<file path="src/sv/psgd_pkg.sv">
// Package for per-source pulse gap and damage statistics.
// Beat types, sizes and read codes; no dependencies.
`default_nettype none
package psgd_pkg;
	localparam int NumSources = 32;
	localparam int NumBins    = 32;
	localparam int DamageBits = 32;
	localparam logic [16:0] MaxPulse = 17'd131040;
	localparam logic [5:0]  ZeroBin  = 6'd13;

	localparam logic [1:0] KIND_EVENTS = 2'd0;
	localparam logic [1:0] KIND_MASK   = 2'd1;
	localparam logic [1:0] KIND_DBIT   = 2'd2;
	localparam logic [1:0] KIND_HIST   = 2'd3;

	localparam logic CMD_RECORD = 1'b0;
	localparam logic CMD_READ   = 1'b1;

	typedef struct packed {
		logic        cmd;
		logic [4:0]  source_id;
		logic [16:0] pulse_id;
		logic [31:0] damage_word;
		logic [1:0]  read_kind;
		logic [4:0]  read_index;
	} in_beat_t;

	typedef struct packed {
		logic        bad_pulse;
		logic        hist_updated;
		logic [4:0]  hist_bin;
		logic [31:0] read_value;
	} out_beat_t;
endpackage
`default_nettype wire

</file>
<file path="src/sv/psgd_src_ram.sv">
// Per-source record memory: event count, mask, last pulse, valid bit.
// Uses psgd_pkg. Registered read.
`default_nettype none
module psgd_src_ram import psgd_pkg::*; (
	input  wire logic        clk,
	input  wire logic        we,
	input  wire logic [4:0]  waddr,
	input  wire logic [81:0] wdata,
	input  wire logic [4:0]  raddr,
	output logic      [81:0] rdata
);
	logic [81:0] mem [NumSources];
	always_ff @(posedge clk) begin
		if (we) mem[waddr] <= wdata;
		rdata <= mem[raddr];
	end
endmodule
`default_nettype wire

</file>
<file path="config.mk">
export PLATFORM = sky130hd
export DESIGN_NAME = psgd_src_ram
export DESIGN_NICKNAME = d
export VERILOG_FILES = /design/src/sv/psgd_pkg.sv /design/src/sv/psgd_src_ram.sv
export SDC_FILE = /design/constraint.sdc
export NUM_CORES = 2
export LEC_CHECK = 0
export BUFFER_PORTS_ARGS = -buffer_cell sky130_fd_sc_hd__buf_2
export CORE_MARGIN = 2
export CORE_UTILIZATION = 34
export CTS_BUF_LIST = sky130_fd_sc_hd__clkbuf_4 sky130_fd_sc_hd__clkbuf_8
export CTS_CLUSTER_SIZE = 24
export DETAILED_ROUTE_END_ITERATION = 6
export PLACE_DENSITY = 0.45
export SYNTH_ARGS = -nofsm -noshare
export SYNTH_HDL_FRONTEND = slang
export SYNTH_SLANG_ARGS = --single-unit
</file>
<file path="constraint.sdc">
create_clock -name clk -period 5.52 [get_ports clk]
set_clock_uncertainty 0.05 [all_clocks]
set_input_delay 0.276 -clock clk [delete_from_list [all_inputs] [get_ports clk]]
set_output_delay 0.276 -clock clk [all_outputs]
set_load 0.005 [all_outputs]
</file>
==> impl_metrics.json <==
{
  "outcome": "finished clean",
  "worstReg2RegStart": "mem[14][35]$_DFFE_PP_",
  "netlist_instances": 4815,
  "setup_viol": 0,
  "dr.pass1.iters": 5,
  "initial_core_util": 0.342,
  "power.density_nw_per_um2": 363,
  "vias_per_cell": 5.22,
  "synth-seq-area-share": 0.793,
  "slew-limit-headroom": 0.115,
  "synthesis.nets": 4909,
  "setup_tns_ns": 0,
  "yosys-top-cells-area": "edfxtp_1 (78%), mux4_2 (7.3%), mux2i_1 (6.5%)",
  "power.switching_uw": 9530,
  "slew_violations": 0,
  "timing.rr.end": "rdata[35]$_DFF_P_",
  "io_pins": 176,
  "io_buffer_count": 175,
  "p_comb_frac": 0.048,
  "dieHeight_um": 550,
  "wire_per_inst_um": 29.8,
  "rows": 200,
  "grt_antenna_before_repair": 32,
  "rsz0062_at_grt": "false",
  "worst_path_largest_cell_delay_ns": 0.91,
  "cp_max_fo": 44,
  "maxCapViolations": 0,
  "yosysTopAreaCell": "edfxtp_1",
  "dp_hpwl_um": 140000,
  "finalCriticalPeriod_ns": 2.87,
  "synth_common_cells": "edfxtp_1 (2624), mux2i_1 (655), a22oi_1 (422)",
  "critPathRequiredTime_ns": 6.34,
  "insertion_delay_ns": 1.02,
  "slowest_stage": "and2_1",
  "async_reset_ff_frac": 0,
  "max_slew.worst_pin.slew_ns": 1.32,
  "fill_cells": 26897,
  "hold_path_class": "in -> reg",
  "synth_edf_count": 2624,
  "area_delta_synth_final_pct": 16.0,
  "gr-total-overflow": 0,
  "grt_max_degree": 119,
  "grt_pass1_vias": 52936,
  "cts_tree": "built",
  "syn_avg_cell_area_um2": 21.1,
  "fin_crit_sh": 0.520,
  "cts_made_buffers": 459,
  "finalPower_uw": 42700,
  "crit_type": "in -> reg",
  "worstSetupStartpoint": "raddr[1]",
  "synth_cell_types": 38,
  "ff2ff_setup_slack_ns": 3.79,
  "clockBufferDepth": 4,
  "grt_pass1_wl_um": 407000,
  "clkSinkCount": 2706,
  "die_w_um": 550,
  "layout.nets": 5481,
  "startpoint_type": "input port",
  "swShare": 0.223,
  "ir_worst_vdd_mv": 0.198,
  "power_frac_seq": 0.539,
  "postCtsResizedCells": 0,
  "r2r_cells": 4,
  "synth.most_common_cell": "edfxtp_1",
  "layout.cells.non_filler": 9726,
  "drive_gt1_frac": 0.245,
  "synth_top_area_share": 0.777,
  "place.gp.congestion": 0.709,
  "ant_nets": 0,
  "p_int_uw": 33200,
  "clock_power_share": 0.414,
  "coreArea_um2": 297000,
  "track_usage": 0.189,
  "synth_ff_type": "edfxtp_1",
  "drcViolationCount": 0,
  "hold_viol": 0,
  "drtIter0Drc": 4554,
  "place_inst": 8775,
  "cp-end-kind": "register",
  "ys_seq_elements": 2706,
  "worstPathArrival_ns": 3.69,
  "endpoint": "rdata[32]$_DFF_P_",
  "dieArea_um2": 303000,
  "crit_chain": "dlygate4sd3_1, buf_6, buf_4, and2_1, a22oi_1, a211oi_1, nor4_1",
  "synth_area_um2": 101000,
  "final_core_util": 0.396,
  "clk_pin_slew_ns": 0.06,
  "yosysWarnings": 0,
  "vias": 50744,
  "cts-root-buf": "clkbuf_8",
  "leakagePower_uw": 0.0386,
  "h-tree-depth": 5,
  "routed_wl_um": 290000,
  "fmax_mhz": 348
}
## layer usage
| layer | part of all wire | GRT usage |
|---|---|---|
| met5 | 0.00019 | 0 |
| met4 | 0.023 | 0.0483 |
| met3 | 0.047 | 0.0274 |
| met2 | 0.47 | 0.306 |
| met1 | 0.46 | 0.269 |
## worst min-delay path by stage
stage | from | end | slack, ns | depth (start not counted)
6_report | waddr[4] | mem[19][44]$_DFFE_PP_ | 0.15 | 3
3_5_place_dp | mem[20][11]$_DFFE_PP_ | rdata[11]$_DFF_P_ | 0.55 | 4
4_1_cts | waddr[4] | mem[19][81]$_DFFE_PP_ | 0.04 | 3
5_1_grt | waddr[4] | mem[19][81]$_DFFE_PP_ | 0.14 | 3
2_1_floorplan | wdata[0] | mem[0][0]$_DFFE_PP_ | 0.32 | 0
3_3_place_gp | mem[20][11]$_DFFE_PP_ | rdata[11]$_DFF_P_ | 0.54 | 4
## state kept, by name, summed over array words and instances, names as in the netlist
register,count
mem,2624
rdata,82
## power groups by stage
stage	clock (µW)	combinational [µW]	sequential, µW
floorplan	0	1060	23400
finish	17700	2030	23000
CTS	18200	2080	23000
global route	19100	2200	23000
detailed placement	0	2020	23400
global placement	0	2000	23400
## through the flow
step,area [µm²],setup WS (ns),hold slack (ns)
floorplan,101000,0.591,0.325
global placement,108000,2.22,0.545
detailed placement,108000,2.20,0.555
CTS,118000,2.74,0.0362
global route,118000,2.53,0.137
finish,118000,2.65,0.148
## cells by family after synthesis
family                 after synthesis  share of synthesized area
muxes                              984                      0.138
and+or+nand+nor                    316                     0.0160
DFF                               2706                      0.793
buffers and inverters              273                     0.0136
AOI/OAI and AO/OA                  536                     0.0393
## critical path, delay by kind of cell
| kind | cells | cell delay (ns) |
|---|---|---|
| AND/OR/NAND/NOR | 2 | 1.00 |
| buffers and inverters | 3 | 1.65 |
| AO/OA/AOI/OAI | 2 | 0.60 |
## cells in the final DEF (no fill, tap or decap), types with 36 or more instances in the layout
| master | instances |
|---|---|
| clkbuf_4 | 192 |
| buf_4 | 74 |
| mux2i_1 | 655 |
| clkbuf_8 | 490 |
| edfxtp_1 | 2624 |
| buf_2 | 171 |
| buf_12 | 45 |
| a31oi_1 | 43 |
| dfxtp_1 | 82 |
| nor2_4 | 36 |
| mux4_2 | 329 |
| clkinv_2 | 37 |
| a22oi_1 | 422 |
| nand3_1 | 164 |
| nand4_1 | 38 |
| clkinv_1 | 115 |
| dlygate4sd3_1 | 90 |
| a22o_1 | 43 |
## what timing repair did
| item | in CTS | in global routing |
|---|---|---|
| hold buffers | 90 | 0 |
| setup buffers | 0 | 0 |
| endpoints found under the hold margin | 2651 | 0 |
## cell type report
class / count / area [µm²] / share of cell area
flip-flops and latches: 2706 / 80400 / 0.684
multi-input cells: 1836 / 19900 / 0.169
clock buffers: 682 / 8190 / 0.0696
well taps: 3939 / 4930 / 0.0419
repair buffers: 383 / 3250 / 0.0277
clock inverters: 171 / 896 / 0.00761
diodes: 8 / 20.0 / 0.000170
inverters: 1 / 3.75 / 0.0000319
(Power assumes the default switching activity.)
